`config.mk`:
```
export PLATFORM = sky130hd
export DESIGN_NAME = wavelet_lift_row_gate_flat
export DESIGN_NICKNAME = d
export VERILOG_FILES = /design/src/rtl/wlr_pkg.sv /design/src/rtl/wlr_pair_if.sv /design/src/rtl/wlr_coef_if.sv /design/src/rtl/wlr_sample_cell.sv /design/src/rtl/wlr_cfg_regs.sv /design/src/rtl/wlr_lift_core.sv /design/src/rtl/wavelet_lift_row_gate.sv /design/src/flat_wrapper.sv
export SDC_FILE = /design/constraint.sdc
export NUM_CORES = 1
export LEC_CHECK = 0
export ABC_AREA = 1
export ABC_CLOCK_PERIOD_IN_PS = 9000
export BUFFER_PORTS_ARGS = -buffer_cell sky130_fd_sc_hd__buf_2
export CAP_MARGIN = 20
export CORE_MARGIN = 2
export CORE_UTILIZATION = 67
export DETAILED_ROUTE_END_ITERATION = 7
export PLACE_DENSITY = 0.85
export SYNTH_ARGS = -nofsm -noshare
export SYNTH_HDL_FRONTEND = slang
export SYNTH_HIERARCHICAL = 1
export SYNTH_SLANG_ARGS = --single-unit
```
`constraint.sdc`:
```
create_clock -name clk -period 9 [get_ports clk]
set_input_delay 1.8 -clock clk [delete_from_list [all_inputs] [get_ports clk]]
set_output_delay 1.8 -clock clk [all_outputs]
set_load 0.02 [all_outputs]
```
`src/rtl/wlr_pkg.sv`:
```
`timescale 1ns / 1ps
`default_nettype none

package wlr_pkg;

    // Row geometry and field widths.
    localparam int MAX_HALF_LENGTH = 1024;
    localparam int HALF_W          = 11;
    localparam int SAMPLE_W        = 16;
    localparam int INDEX_W         = 10;
    localparam int EVEN_TAPS       = 3;
    localparam int ODD_TAPS        = 2;

    // Configuration port.
    localparam int APB_ADDR_W = 4;
    localparam int APB_DATA_W = 32;

    localparam logic [1:0] REG_MODE  = 2'd0;
    localparam logic [1:0] REG_HALF  = 2'd1;
    localparam logic [1:0] REG_LIMIT = 2'd2;
    localparam logic [1:0] REG_GATE  = 2'd3;

    // Wavelet mode register codes.
    localparam logic [1:0] MODE_HAAR     = 2'd0;
    localparam logic [1:0] MODE_CDF53    = 2'd1;
    localparam logic [1:0] MODE_FOUR_TAP = 2'd2;

    // Position of a coefficient pair relative to the newest pair j.
    localparam logic [1:0] SLOT_LOW  = 2'd0;  // pair j-2
    localparam logic [1:0] SLOT_MID  = 2'd1;  // pair j-1
    localparam logic [1:0] SLOT_HIGH = 2'd2;  // pair j

    // Predict filter actually applied to a coefficient pair.
    typedef enum logic [1:0] {
        LIFT_HAAR,
        LIFT_CDF53,
        LIFT_FOUR_TAP
    } lift_kind_t;

    typedef struct packed {
        logic [1:0]  wavelet_mode;
        logic [10:0] half_length;
        logic [15:0] level_limit;
        logic [19:0] gate_threshold;
    } wlr_cfg_t;

    // One coefficient pair with its edge-resolved operands and partial sums.
    typedef struct packed {
        lift_kind_t                  kind;
        logic [INDEX_W-1:0]          index;
        logic signed [SAMPLE_W-1:0]  cur;
        logic signed [SAMPLE_W-1:0]  odd;
        logic signed [SAMPLE_W:0]    sum_a;
        logic signed [SAMPLE_W:0]    s9;
        logic signed [SAMPLE_W:0]    s1;
        logic                        i_zero;
        logic                        row_done;
        logic                        run_last;
    } wlr_slot_t;

    // Half length clamped to the supported range.
    function automatic logic [HALF_W-1:0] clamp_len(input logic [HALF_W-1:0] hl);
        logic [HALF_W-1:0] n;
        n = hl;
        if (hl < HALF_W'(2))
            n = HALF_W'(2);
        else if (hl > HALF_W'(MAX_HALF_LENGTH))
            n = HALF_W'(MAX_HALF_LENGTH);
        return n;
    endfunction

    // The four-tap predict needs more than four pairs, else 5/3 is used.
    function automatic lift_kind_t lift_kind_of(input logic [1:0] mode,
                                                input logic [HALF_W-1:0] n);
        lift_kind_t k;
        k = LIFT_CDF53;
        if (mode == MODE_HAAR)
            k = LIFT_HAAR;
        else if (mode == MODE_FOUR_TAP && n > HALF_W'(4))
            k = LIFT_FOUR_TAP;
        return k;
    endfunction

endpackage

`default_nettype wire

```
`src/rtl/wlr_pair_if.sv`:
```
`timescale 1ns / 1ps
`default_nettype none

interface wlr_pair_if;
    logic               valid;
    logic               ready;
    logic signed [15:0] even_sample;
    logic signed [15:0] odd_sample;

    modport source (output valid, output even_sample, output odd_sample, input ready);
    modport sink (input valid, input even_sample, input odd_sample, output ready);
endinterface

`default_nettype wire

```
`src/rtl/wlr_coef_if.sv`:
```
`timescale 1ns / 1ps
`default_nettype none

interface wlr_coef_if;
    logic               valid;
    logic               ready;
    logic [9:0]         coefficient_index;
    logic signed [15:0] lowpass;
    logic signed [15:0] highpass;
    logic               row_done;
    logic               run_last;

    modport source (
        output valid, output coefficient_index, output lowpass, output highpass,
        output row_done, output run_last, input ready
    );
    modport sink (
        input valid, input coefficient_index, input lowpass, input highpass,
        input row_done, input run_last, output ready
    );
endinterface

`default_nettype wire

```
`src/rtl/wlr_sample_cell.sv`:
```
`timescale 1ns / 1ps
`default_nettype none

module wlr_sample_cell (
    input  logic                                clk,
    input  logic                                rst_n,
    input  logic                                shift_en,
    input  logic signed [wlr_pkg::SAMPLE_W-1:0] sample_in,
    output logic signed [wlr_pkg::SAMPLE_W-1:0] sample_out
);
    import wlr_pkg::*;

    logic signed [SAMPLE_W-1:0] sample_reg;
    logic signed [SAMPLE_W-1:0] sample_next;

    // Take the neighbor's sample whenever the window moves.
    always_comb
    begin
        sample_next = sample_reg;
        if (shift_en)
            sample_next = sample_in;
    end

    always_ff @(posedge clk or negedge rst_n)
    begin
        if (!rst_n)
            sample_reg <= '0;
        else
            sample_reg <= sample_next;
    end

    assign sample_out = sample_reg;

endmodule

`default_nettype wire

```
`src/rtl/wlr_cfg_regs.sv`:
```
`timescale 1ns / 1ps
`default_nettype none

module wlr_cfg_regs (
    input  logic                            clk,
    input  logic                            rst_n,
    input  logic                            psel,
    input  logic                            penable,
    input  logic                            pwrite,
    input  logic [wlr_pkg::APB_ADDR_W-1:0]  paddr,
    input  logic [wlr_pkg::APB_DATA_W-1:0]  pwdata,
    output logic [wlr_pkg::APB_DATA_W-1:0]  prdata,
    output logic                            pready,
    output wlr_pkg::wlr_cfg_t               cfg
);
    import wlr_pkg::*;

    wlr_cfg_t   cfg_reg;
    wlr_cfg_t   cfg_next;
    logic       write_en;
    logic [1:0] reg_sel;

    assign pready   = 1'b1;
    assign write_en = psel && penable && pwrite;
    assign reg_sel  = paddr[APB_ADDR_W-1:2];

    // Register write decode; each field keeps only its own width.
    always_comb
    begin
        cfg_next = cfg_reg;
        if (write_en)
        begin
            unique case (reg_sel)
                REG_MODE:  cfg_next.wavelet_mode   = pwdata[1:0];
                REG_HALF:  cfg_next.half_length    = pwdata[10:0];
                REG_LIMIT: cfg_next.level_limit    = pwdata[15:0];
                REG_GATE:  cfg_next.gate_threshold = pwdata[19:0];
            endcase
        end
    end

    always_ff @(posedge clk or negedge rst_n)
    begin
        if (!rst_n)
        begin
            cfg_reg.wavelet_mode   <= MODE_CDF53;
            cfg_reg.half_length    <= 11'd2;
            cfg_reg.level_limit    <= '0;
            cfg_reg.gate_threshold <= '0;
        end
        else
            cfg_reg <= cfg_next;
    end

    // Read-back mux.
    always_comb
    begin
        unique case (reg_sel)
            REG_MODE:  prdata = {30'd0, cfg_reg.wavelet_mode};
            REG_HALF:  prdata = {21'd0, cfg_reg.half_length};
            REG_LIMIT: prdata = {16'd0, cfg_reg.level_limit};
            REG_GATE:  prdata = {12'd0, cfg_reg.gate_threshold};
        endcase
    end

    assign cfg = cfg_reg;

endmodule

`default_nettype wire

```
`src/rtl/wlr_lift_core.sv`:
```
`timescale 1ns / 1ps
`default_nettype none

module wlr_lift_core (
    input  logic                clk,
    input  logic                rst_n,
    input  wlr_pkg::wlr_cfg_t   cfg,
    input  logic                slot_valid,
    input  wlr_pkg::wlr_slot_t  slot,
    output logic                slot_ready,
    wlr_coef_if.source          coefs
);
    import wlr_pkg::*;

    typedef struct packed {
        logic [INDEX_W-1:0]         index;
        logic signed [SAMPLE_W-1:0] cur;
        logic signed [SAMPLE_W-1:0] hp;
        logic signed [SAMPLE_W-1:0] haar_lp;
        logic                       is_haar;
        logic                       i_zero;
        logic                       row_done;
        logic                       run_last;
    } wlr_hp_t;

    typedef struct packed {
        logic [INDEX_W-1:0]         index;
        logic signed [SAMPLE_W-1:0] lowpass;
        logic signed [SAMPLE_W-1:0] highpass;
        logic                       row_done;
        logic                       run_last;
    } wlr_out_t;

    logic      a_valid_reg, a_valid_next;
    logic      b_valid_reg, b_valid_next;
    logic      out_valid_reg, out_valid_next;
    wlr_slot_t a_reg;
    wlr_hp_t   b_reg, b_next;
    wlr_out_t  out_reg, out_next;
    logic signed [SAMPLE_W-1:0] prev_hp_reg, prev_hp_next;

    logic out_adv, b_free, a_free;

    logic signed [21:0]         four_sum;
    logic signed [SAMPLE_W:0]   sum_half;
    logic signed [17:0]         pred;
    logic signed [18:0]         hp_wide;

    logic [HALF_W-1:0]          n_len;
    logic signed [SAMPLE_W-1:0] prev_hp;
    logic signed [17:0]         upd;
    logic signed [SAMPLE_W:0]   lp_wide;
    logic signed [21:0]         scaled;
    logic signed [21:0]         gate_g;
    logic                       lim_clear;
    logic                       dead_zone;

    // Stage moves: a stage takes new data when it is empty or drains.
    assign out_adv    = !out_valid_reg || coefs.ready;
    assign b_free     = !b_valid_reg || out_adv;
    assign a_free     = !a_valid_reg || b_free;
    assign slot_ready = a_free;

    // Predict stage: highpass before gating.
    always_comb
    begin
        four_sum = (22'(a_reg.s9) <<< 3) + 22'(a_reg.s9) - 22'(a_reg.s1) + 22'sd8;
        sum_half = a_reg.sum_a >>> 1;
        if (a_reg.kind == LIFT_FOUR_TAP)
            pred = 18'(four_sum >>> 4);
        else
            pred = 18'(sum_half);
        hp_wide = 19'(a_reg.odd) - 19'(pred);

        b_next.index    = a_reg.index;
        b_next.cur      = a_reg.cur;
        b_next.hp       = hp_wide[SAMPLE_W-1:0];
        b_next.haar_lp  = sum_half[SAMPLE_W-1:0];
        b_next.is_haar  = (a_reg.kind == LIFT_HAAR);
        b_next.i_zero   = a_reg.i_zero;
        b_next.row_done = a_reg.row_done;
        b_next.run_last = a_reg.run_last;
    end

    // Update stage plus level limit and dead-zone gate.
    always_comb
    begin
        n_len     = clamp_len(cfg.half_length);
        prev_hp   = b_reg.i_zero ? b_reg.hp : prev_hp_reg;
        upd       = (18'(b_reg.hp) + 18'(prev_hp) + 18'sd2) >>> 2;
        lp_wide   = 17'(b_reg.cur) + 17'(upd);
        lim_clear = (cfg.level_limit != 16'd0)
                    && ({4'd0, n_len, 1'b0} > cfg.level_limit);
        scaled    = {{2{b_reg.hp[SAMPLE_W-1]}}, b_reg.hp, 4'd0};
        gate_g    = {2'd0, cfg.gate_threshold};
        dead_zone = (scaled > -gate_g) && (scaled < gate_g);

        out_next.index    = b_reg.index;
        out_next.lowpass  = b_reg.is_haar ? b_reg.haar_lp : lp_wide[SAMPLE_W-1:0];
        out_next.highpass = (lim_clear || dead_zone) ? '0 : b_reg.hp;
        out_next.row_done = b_reg.row_done;
        out_next.run_last = b_reg.run_last;
    end

    // Valid flags and the running highpass history.
    always_comb
    begin
        a_valid_next   = a_valid_reg;
        b_valid_next   = b_valid_reg;
        out_valid_next = out_valid_reg;
        prev_hp_next   = prev_hp_reg;
        if (a_free)
            a_valid_next = slot_valid;
        if (b_free)
            b_valid_next = a_valid_reg;
        if (out_adv)
            out_valid_next = b_valid_reg;
        if (out_adv && b_valid_reg)
            prev_hp_next = b_reg.hp;
    end

    always_ff @(posedge clk or negedge rst_n)
    begin
        if (!rst_n)
        begin
            a_valid_reg   <= 1'b0;
            b_valid_reg   <= 1'b0;
            out_valid_reg <= 1'b0;
            prev_hp_reg   <= '0;
        end
        else
        begin
            a_valid_reg   <= a_valid_next;
            b_valid_reg   <= b_valid_next;
            out_valid_reg <= out_valid_next;
            prev_hp_reg   <= prev_hp_next;
        end
    end

    // Payload stages load only with valid data moving in.
    always_ff @(posedge clk)
    begin
        if (a_free && slot_valid)
            a_reg <= slot;
        if (b_free && a_valid_reg)
            b_reg <= b_next;
        if (out_adv && b_valid_reg)
            out_reg <= out_next;
    end

    assign coefs.valid             = out_valid_reg;
    assign coefs.coefficient_index = out_reg.index;
    assign coefs.lowpass           = out_reg.lowpass;
    assign coefs.highpass          = out_reg.highpass;
    assign coefs.row_done          = out_reg.row_done;
    assign coefs.run_last          = out_reg.run_last;

`ifndef NO_ASSERTIONS
    // The row's final pair always closes the run of its transaction.
    assert property (@(posedge clk) disable iff (!rst_n)
        out_valid_reg && out_reg.row_done |-> out_reg.run_last)
        else $error("row_done without run_last");

    // Highpass history moves only when a pair enters the output register.
    assert property (@(posedge clk) disable iff (!rst_n)
        !(out_adv && b_valid_reg) |=> $stable(prev_hp_reg))
        else $error("highpass history changed without an output load");

    // A waiting coefficient transaction keeps its payload until it is taken.
    assert property (@(posedge clk) disable iff (!rst_n)
        coefs.valid && !coefs.ready |=> coefs.valid && $stable(out_reg))
        else $error("coefficient transaction changed while waiting");
`endif

endmodule

`default_nettype wire

```
`src/rtl/wavelet_lift_row_gate.sv`:
```
// Integer lifting wavelet for one row (Haar, CDF 5/3 or four-tap with 5/3 fallback),
// with level limit and dead-zone gate on the highpass. Sample pairs enter one per
// cycle while the issue register is free or handing on its last pair; the coefficient
// pair two positions back leaves through the issue register, the predict and update
// stages and a registered output. A row's last pair also flushes the two newest
// positions, so that transaction yields three results (two when the row has two
// pairs) and holds input off until the issue register has handed them all on. The
// issue register hands one coefficient pair per cycle, while the pipeline can take
// it, to the predict and update pipeline. There is no clearing pass after reset.
`timescale 1ns / 1ps
`default_nettype none

module wavelet_lift_row_gate (
    input  logic                            clk,
    input  logic                            rst_n,
    input  logic                            psel,
    input  logic                            penable,
    input  logic                            pwrite,
    input  logic [wlr_pkg::APB_ADDR_W-1:0]  paddr,
    input  logic [wlr_pkg::APB_DATA_W-1:0]  pwdata,
    output logic [wlr_pkg::APB_DATA_W-1:0]  prdata,
    output logic                            pready,
    wlr_pair_if.sink                        samples,
    wlr_coef_if.source                      coefs
);
    import wlr_pkg::*;

    wlr_cfg_t          cfg;
    logic [HALF_W-1:0] n_len;

    // Sample window: element 0 is the incoming pair, higher is older.
    logic signed [SAMPLE_W-1:0] even_chain [0:EVEN_TAPS];
    logic signed [SAMPLE_W-1:0] odd_chain  [0:ODD_TAPS];

    logic [HALF_W-1:0] count_reg, count_next;
    logic              in_fire, is_last, has_job;

    // Issue register: snapshot of one transaction's pending coefficient pairs.
    logic              job_valid_reg, job_valid_next;
    logic [1:0]        slot_reg, slot_next;
    logic [1:0]        end_slot_reg, end_slot_next;
    logic              job_last_reg, job_last_next;
    logic [HALF_W-1:0] job_j_reg;
    logic signed [SAMPLE_W-1:0] job_even_reg [0:3];
    logic signed [SAMPLE_W-1:0] job_odd_reg  [0:2];

    logic              slot_ready, slot_fire, job_done;
    wlr_slot_t         slot;

    logic signed [SAMPLE_W-1:0] cur, odd, em1, ep1, ep2;
    logic signed [SAMPLE_W-1:0] nxt, il1, ip1, ip2;
    logic [HALF_W-1:0]          i_pos;
    logic [HALF_W:0]            i_plus2, i_plus4, n_ext;
    lift_kind_t                 kind;

    wlr_cfg_regs u_cfg (
        .clk     (clk),
        .rst_n   (rst_n),
        .psel    (psel),
        .penable (penable),
        .pwrite  (pwrite),
        .paddr   (paddr),
        .pwdata  (pwdata),
        .prdata  (prdata),
        .pready  (pready),
        .cfg     (cfg)
    );

    assign n_len = clamp_len(cfg.half_length);

    // Transaction acceptance and row position.
    assign slot_fire     = job_valid_reg && slot_ready;
    assign job_done      = slot_fire && (slot_reg == end_slot_reg);
    assign samples.ready = !job_valid_reg || job_done;
    assign in_fire       = samples.valid && samples.ready;
    assign is_last       = ({1'b0, count_reg} + 12'd1) >= {1'b0, n_len};
    assign has_job       = (count_reg >= HALF_W'(2)) || is_last;

    always_comb
    begin
        count_next = count_reg;
        if (in_fire)
            count_next = is_last ? '0 : count_reg + HALF_W'(1);
    end

    // Window cells.
    assign even_chain[0] = samples.even_sample;
    assign odd_chain[0]  = samples.odd_sample;

    for (genvar k = 0; k < EVEN_TAPS; k++)
    begin : g_even
        wlr_sample_cell u_cell (
            .clk        (clk),
            .rst_n      (rst_n),
            .shift_en   (in_fire),
            .sample_in  (even_chain[k]),
            .sample_out (even_chain[k+1])
        );
    end

    for (genvar k = 0; k < ODD_TAPS; k++)
    begin : g_odd
        wlr_sample_cell u_cell (
            .clk        (clk),
            .rst_n      (rst_n),
            .shift_en   (in_fire),
            .sample_in  (odd_chain[k]),
            .sample_out (odd_chain[k+1])
        );
    end

    // Issue control: walk the pending pairs one per cycle while the core takes them.
    always_comb
    begin
        job_valid_next = job_valid_reg;
        slot_next      = slot_reg;
        end_slot_next  = end_slot_reg;
        job_last_next  = job_last_reg;
        if (job_done)
            job_valid_next = 1'b0;
        else if (slot_fire)
            slot_next = slot_reg + 2'd1;
        if (in_fire && has_job)
        begin
            job_valid_next = 1'b1;
            slot_next      = (count_reg >= HALF_W'(2)) ? SLOT_LOW : SLOT_MID;
            end_slot_next  = is_last ? SLOT_HIGH : SLOT_LOW;
            job_last_next  = is_last;
        end
    end

    always_ff @(posedge clk or negedge rst_n)
    begin
        if (!rst_n)
        begin
            count_reg     <= '0;
            job_valid_reg <= 1'b0;
            slot_reg      <= SLOT_LOW;
            end_slot_reg  <= SLOT_LOW;
            job_last_reg  <= 1'b0;
        end
        else
        begin
            count_reg     <= count_next;
            job_valid_reg <= job_valid_next;
            slot_reg      <= slot_next;
            end_slot_reg  <= end_slot_next;
            job_last_reg  <= job_last_next;
        end
    end

    // Snapshot of the window as seen by the accepted pair.
    always_ff @(posedge clk)
    begin
        if (in_fire && has_job)
        begin
            job_j_reg       <= count_reg;
            job_even_reg[0] <= even_chain[3];
            job_even_reg[1] <= even_chain[2];
            job_even_reg[2] <= even_chain[1];
            job_even_reg[3] <= even_chain[0];
            job_odd_reg[0]  <= odd_chain[2];
            job_odd_reg[1]  <= odd_chain[1];
            job_odd_reg[2]  <= odd_chain[0];
        end
    end

    // Neighbors of the current pair within the snapshot.
    always_comb
    begin
        case (slot_reg)
            SLOT_MID:
            begin
                cur = job_even_reg[2];
                em1 = job_even_reg[1];
                ep1 = job_even_reg[3];
                ep2 = job_even_reg[0];
                odd = job_odd_reg[1];
            end
            SLOT_HIGH:
            begin
                cur = job_even_reg[3];
                em1 = job_even_reg[2];
                ep1 = job_even_reg[0];
                ep2 = job_even_reg[1];
                odd = job_odd_reg[2];
            end
            default:
            begin
                cur = job_even_reg[1];
                em1 = job_even_reg[0];
                ep1 = job_even_reg[2];
                ep2 = job_even_reg[3];
                odd = job_odd_reg[0];
            end
        endcase
    end

    // Edge replication at both ends of the row.
    always_comb
    begin
        i_pos   = job_j_reg + {{(HALF_W-2){1'b0}}, slot_reg} - HALF_W'(2);
        i_plus2 = {1'b0, i_pos} + 12'd2;
        i_plus4 = {1'b0, i_pos} + 12'd4;
        n_ext   = {1'b0, n_len};
        kind    = lift_kind_of(cfg.wavelet_mode, n_len);

        nxt = (i_plus2 < n_ext) ? ep1 : cur;
        il1 = (i_pos == '0) ? cur : em1;
        ip1 = (i_plus2 > n_ext) ? cur : ep1;
        ip2 = (i_plus4 > n_ext) ? ip1 : ep2;

        slot.kind     = kind;
        slot.index    = i_pos[INDEX_W-1:0];
        slot.cur      = cur;
        slot.odd      = odd;
        slot.sum_a    = 17'(cur) + 17'((kind == LIFT_HAAR) ? odd : nxt) + 17'sd1;
        slot.s9       = 17'(cur) + 17'(ip1);
        slot.s1       = 17'(il1) + 17'(ip2);
        slot.i_zero   = (i_pos == '0);
        slot.run_last = (slot_reg == end_slot_reg);
        slot.row_done = job_last_reg && (slot_reg == end_slot_reg);
    end

    wlr_lift_core u_core (
        .clk        (clk),
        .rst_n      (rst_n),
        .cfg        (cfg),
        .slot_valid (job_valid_reg),
        .slot       (slot),
        .slot_ready (slot_ready),
        .coefs      (coefs)
    );

`ifndef NO_ASSERTIONS
    // No new transaction while the issue register still owes earlier pairs.
    assert property (@(posedge clk) disable iff (!rst_n)
        job_valid_reg && (slot_reg != end_slot_reg) |-> !samples.ready)
        else $error("input accepted while a flush is pending");

    // The pair counter never reaches the largest row length.
    assert property (@(posedge clk) disable iff (!rst_n)
        count_reg < HALF_W'(MAX_HALF_LENGTH))
        else $error("pair counter out of range");

    // A two-pair row starts its flush at the first position.
    assert property (@(posedge clk) disable iff (!rst_n)
        in_fire && has_job && (count_reg < HALF_W'(2)) |=> slot_reg == SLOT_MID)
        else $error("short row flush started at the wrong position");
`endif

endmodule

`default_nettype wire

```
`src/flat_wrapper.sv`:
```
// flat-port wrapper written by rule: the top's interface ports become plain ports
module wavelet_lift_row_gate_flat import wlr_pkg::*;
  (clk, rst_n, psel, penable, pwrite, paddr, pwdata, prdata, pready, samples_valid, samples_even_sample, samples_odd_sample, samples_ready, coefs_valid, coefs_coefficient_index, coefs_lowpass, coefs_highpass, coefs_row_done, coefs_run_last, coefs_ready);
  wlr_pair_if samples_i ();
  wlr_coef_if coefs_i ();
  input  logic clk;
  input  logic rst_n;
  input  logic psel;
  input  logic penable;
  input  logic pwrite;
  input  logic [wlr_pkg::APB_ADDR_W-1:0] paddr;
  input  logic [wlr_pkg::APB_DATA_W-1:0] pwdata;
  output logic [wlr_pkg::APB_DATA_W-1:0] prdata;
  output logic pready;
  input wire logic [$bits(samples_i.valid)-1:0] samples_valid;
  input wire logic [$bits(samples_i.even_sample)-1:0] samples_even_sample;
  input wire logic [$bits(samples_i.odd_sample)-1:0] samples_odd_sample;
  output wire logic [$bits(samples_i.ready)-1:0] samples_ready;
  output wire logic [$bits(coefs_i.valid)-1:0] coefs_valid;
  output wire logic [$bits(coefs_i.coefficient_index)-1:0] coefs_coefficient_index;
  output wire logic [$bits(coefs_i.lowpass)-1:0] coefs_lowpass;
  output wire logic [$bits(coefs_i.highpass)-1:0] coefs_highpass;
  output wire logic [$bits(coefs_i.row_done)-1:0] coefs_row_done;
  output wire logic [$bits(coefs_i.run_last)-1:0] coefs_run_last;
  input wire logic [$bits(coefs_i.ready)-1:0] coefs_ready;
  assign samples_i.valid = samples_valid;
  assign samples_i.even_sample = samples_even_sample;
  assign samples_i.odd_sample = samples_odd_sample;
  assign samples_ready = samples_i.ready;
  assign coefs_valid = coefs_i.valid;
  assign coefs_coefficient_index = coefs_i.coefficient_index;
  assign coefs_lowpass = coefs_i.lowpass;
  assign coefs_highpass = coefs_i.highpass;
  assign coefs_row_done = coefs_i.row_done;
  assign coefs_run_last = coefs_i.run_last;
  assign coefs_i.ready = coefs_ready;
  wavelet_lift_row_gate u_core (.clk(clk), .rst_n(rst_n), .psel(psel), .penable(penable), .pwrite(pwrite), .paddr(paddr), .pwdata(pwdata), .prdata(prdata), .pready(pready), .samples(samples_i), .coefs(coefs_i));
endmodule
```
==> flow_metrics.env <==
export IMPL_min_path_type="reg2reg"
export IMPL_ctsLongestPathBuffers=3
export IMPL_syn_area_per_cell_um2=8.878
export IMPL_rows=77
export IMPL_synth_warnings=6
export IMPL_dieWidth_um=215.3
export IMPL_insertedDiodeCount=0
export IMPL_via_count=23871
export IMPL_design_die_area_um2=46340
export IMPL_numCtsBuffers=52
export IMPL_met2_usage_pct=53.80
export IMPL_io_buffers=126
export IMPL_final_period_utilization_pct=77.87
export IMPL_flip_flop_count_of_the_largest_register_all_copies_and_words_added=97
export IMPL_crit_path_dat_ns=7.37
export IMPL_worst_slew_pin_slew_ns=1.040
export IMPL_final_setup_viol_count=0
export IMPL_clk_pin_slew_worst_paths_ns=0.06
export IMPL_initialDrtViolationCount=2649
export IMPL_worst_clock_skew_ns=0.02560
export IMPL_whs_path_depth=0
export IMPL_first_pass_grt_wire_length_um=119500
export IMPL_setup_total_negative_slack_ns=0
export IMPL_timing_critical_path_to_type="register"
export IMPL_fraction_of_layout_cells_with_a_size_suffix_above_1_pct=9.838
export IMPL_gr_usage_met3_pct=4.204
export IMPL_cts_max_level=2
export IMPL_design_core_area_um2=44120
export IMPL_crit_path_top_delay_cell="sky130_fd_sc_hd__fa_1"
export IMPL_critPathMaxFanout=17
export IMPL_grt_total_usage_pct=32.12
export IMPL_clock_tree_root_cell="sky130_fd_sc_hd__clkbuf_16"
export IMPL_worst_ep_required_time_ns=9.36
export IMPL_final_instance_count_excl_fill=4109
export IMPL_cell_total_after_placement=4009
export IMPL_final_max_slew_violation_count=0
export IMPL_drc=0
export IMPL_pin_count=154
export IMPL_detail_route_wl_per_cell_um=17.89
export IMPL_post_cts_resize_count=0
export IMPL_grt_busiest_layer="met2"
export IMPL_critical_path_buf_inv_count=5
export IMPL_flow_area_growth_from_synthesis_pct=8.942
export IMPL_worst_setup_path_type="reg2reg"
export IMPL_use_met1_pct=44.24
export IMPL_ctsHoldBuffers=0
export IMPL_max_stage_delay_ns=0.47
export IMPL_slew_headroom_pct=30.67
export IMPL_finalHoldViolations=0
export IMPL_initial_utilization_pct=67.77
export IMPL_clkLatencyLatePin_ns=0.62
export IMPL_postSynthCellCount=3368
export IMPL_drtAntennaViolNets=0
export IMPL_cts_setup_buffers=0
export IMPL_critPathTopFamily="simple AND/OR/NAND/NOR gates"
export IMPL_netlist_area_um2=29900
export IMPL_first_global_vias=23185
export IMPL_fin_nets=3808
export IMPL_place_congestion=0.9392
export IMPL_detailed_place_hpwl_um=53910
export IMPL_grt_remaining_overflow=0
export IMPL_reg2reg_depth=42
export IMPL_hold_slack_ns=0.4120
export IMPL_period_minus_slack_ns=7.008
export IMPL_worst_setup_path_start_kind="register"
export IMPL_via_per_inst=5.809
export IMPL_outcome="completed"
export IMPL_antenna_found_initial=0
export IMPL_route_final_wire_length_um=73490
export IMPL_rsz_0062_raised_after_global_routing="no"
export IMPL_maximum_number_of_pins_on_one_net_before_global_route_repair=96
export IMPL_dr_pass1_iters=6
export IMPL_cts_sinks=489
export IMPL_cts_tree="built"
export IMPL_timing_max_cap_violations=0
export IMPL_cp_most_frequent_cell="sky130_fd_sc_hd__nand2_1"
export IMPL_fp_dieH_um=215.3
export IMPL_cp_depth=42
export IMPL_fmax_mhz=142.7
## worst register-to-register path, delay by kind of cell, from the launching register on
kind | cells | cell delay, ns
AOI/OAI and AO/OA | 6 | 0.87
xor gates and xnor gates | 1 | 0.20
and+or+nand+nor | 24 | 2.96
DFF | 1 | 0.39
buffers and inverters | 5 | 0.44
adders and majority gates | 6 | 1.94
## area by class of cell
class	instances	area, um2
Multi-Input combinational cell	2363	13750
Timing Repair Buffer	144	812.0
Tap cell	592	740.7
Clock inverter	30	335.3
Fill cell	3230	11550
Clock buffer	68	1433
Sequential cell	489	13870
Inverter	423	1630
## final timing paths
path,from,to,slack [ns]
worst min-delay path,u_core/u_core/a_reg[74],u_core/u_core/b_reg[40],0.41
worst min register to register,u_core/u_core/a_reg[74],u_core/u_core/b_reg[40],0.41
worst max register to register,u_core/slot_reg[1],u_core/u_core/a_reg[34],1.99
worst max-delay path,u_core/slot_reg[1],u_core/u_core/a_reg[34],1.99
max in group asynchronous,rst_n,u_core/job_last_reg,5.93
min in group asynchronous,rst_n,u_core/u_cfg/cfg[18],1.23
## routing by layer
metal	vias to the layer above	part of all wire (%)
li1	11487	-
met1	11248	42
met2	984	48
met3	152	6.8
met4	0	2.9
met5	-	0
## layout by cell type, fill, tap and decap left out, types with 10 or more instances in the layout
master                      instances
sky130_fd_sc_hd__nor3_1            29
sky130_fd_sc_hd__nand2_2           43
sky130_fd_sc_hd__inv_1            400
sky130_fd_sc_hd__a31oi_1           10
sky130_fd_sc_hd__dfrtp_1          161
sky130_fd_sc_hd__conb_1            13
sky130_fd_sc_hd__a221o_1           17
sky130_fd_sc_hd__a21oi_1          155
sky130_fd_sc_hd__edfxtp_1         326
sky130_fd_sc_hd__nor2_1           161
sky130_fd_sc_hd__nand4_1           33
sky130_fd_sc_hd__o21ai_0          186
sky130_fd_sc_hd__ha_1             237
sky130_fd_sc_hd__buf_4             16
sky130_fd_sc_hd__o21ai_1           11
sky130_fd_sc_hd__or2_2             15
sky130_fd_sc_hd__clkbuf_16         53
sky130_fd_sc_hd__o22ai_1           30
sky130_fd_sc_hd__buf_2            125
sky130_fd_sc_hd__fa_1              23
sky130_fd_sc_hd__o21bai_1          11
sky130_fd_sc_hd__clkbuf_1          10
sky130_fd_sc_hd__nand3_1          181
sky130_fd_sc_hd__o221ai_1          30
sky130_fd_sc_hd__o211ai_1          20
sky130_fd_sc_hd__and2_1            16
sky130_fd_sc_hd__inv_2             11
sky130_fd_sc_hd__xnor2_1           20
sky130_fd_sc_hd__nand2_1          949
sky130_fd_sc_hd__xor2_1            78
## per-stage QoR
stage | setup slack, ns | instance area (um2) | util (%)
after floorplan | 2.819 | 29940 | -
after global placement | 2.133 | 30750 | 69.70
after detailed placement | 2.085 | 30750 | 69.70
after CTS | 2.053 | 32520 | 73.70
after global routing | 1.372 | 32580 | 73.83
final | 1.992 | 32580 | 73.83
Power is left out: the tool's default activity adds up to more than one toggle a clock period on the data nets, which glitch-free logic cannot reach.
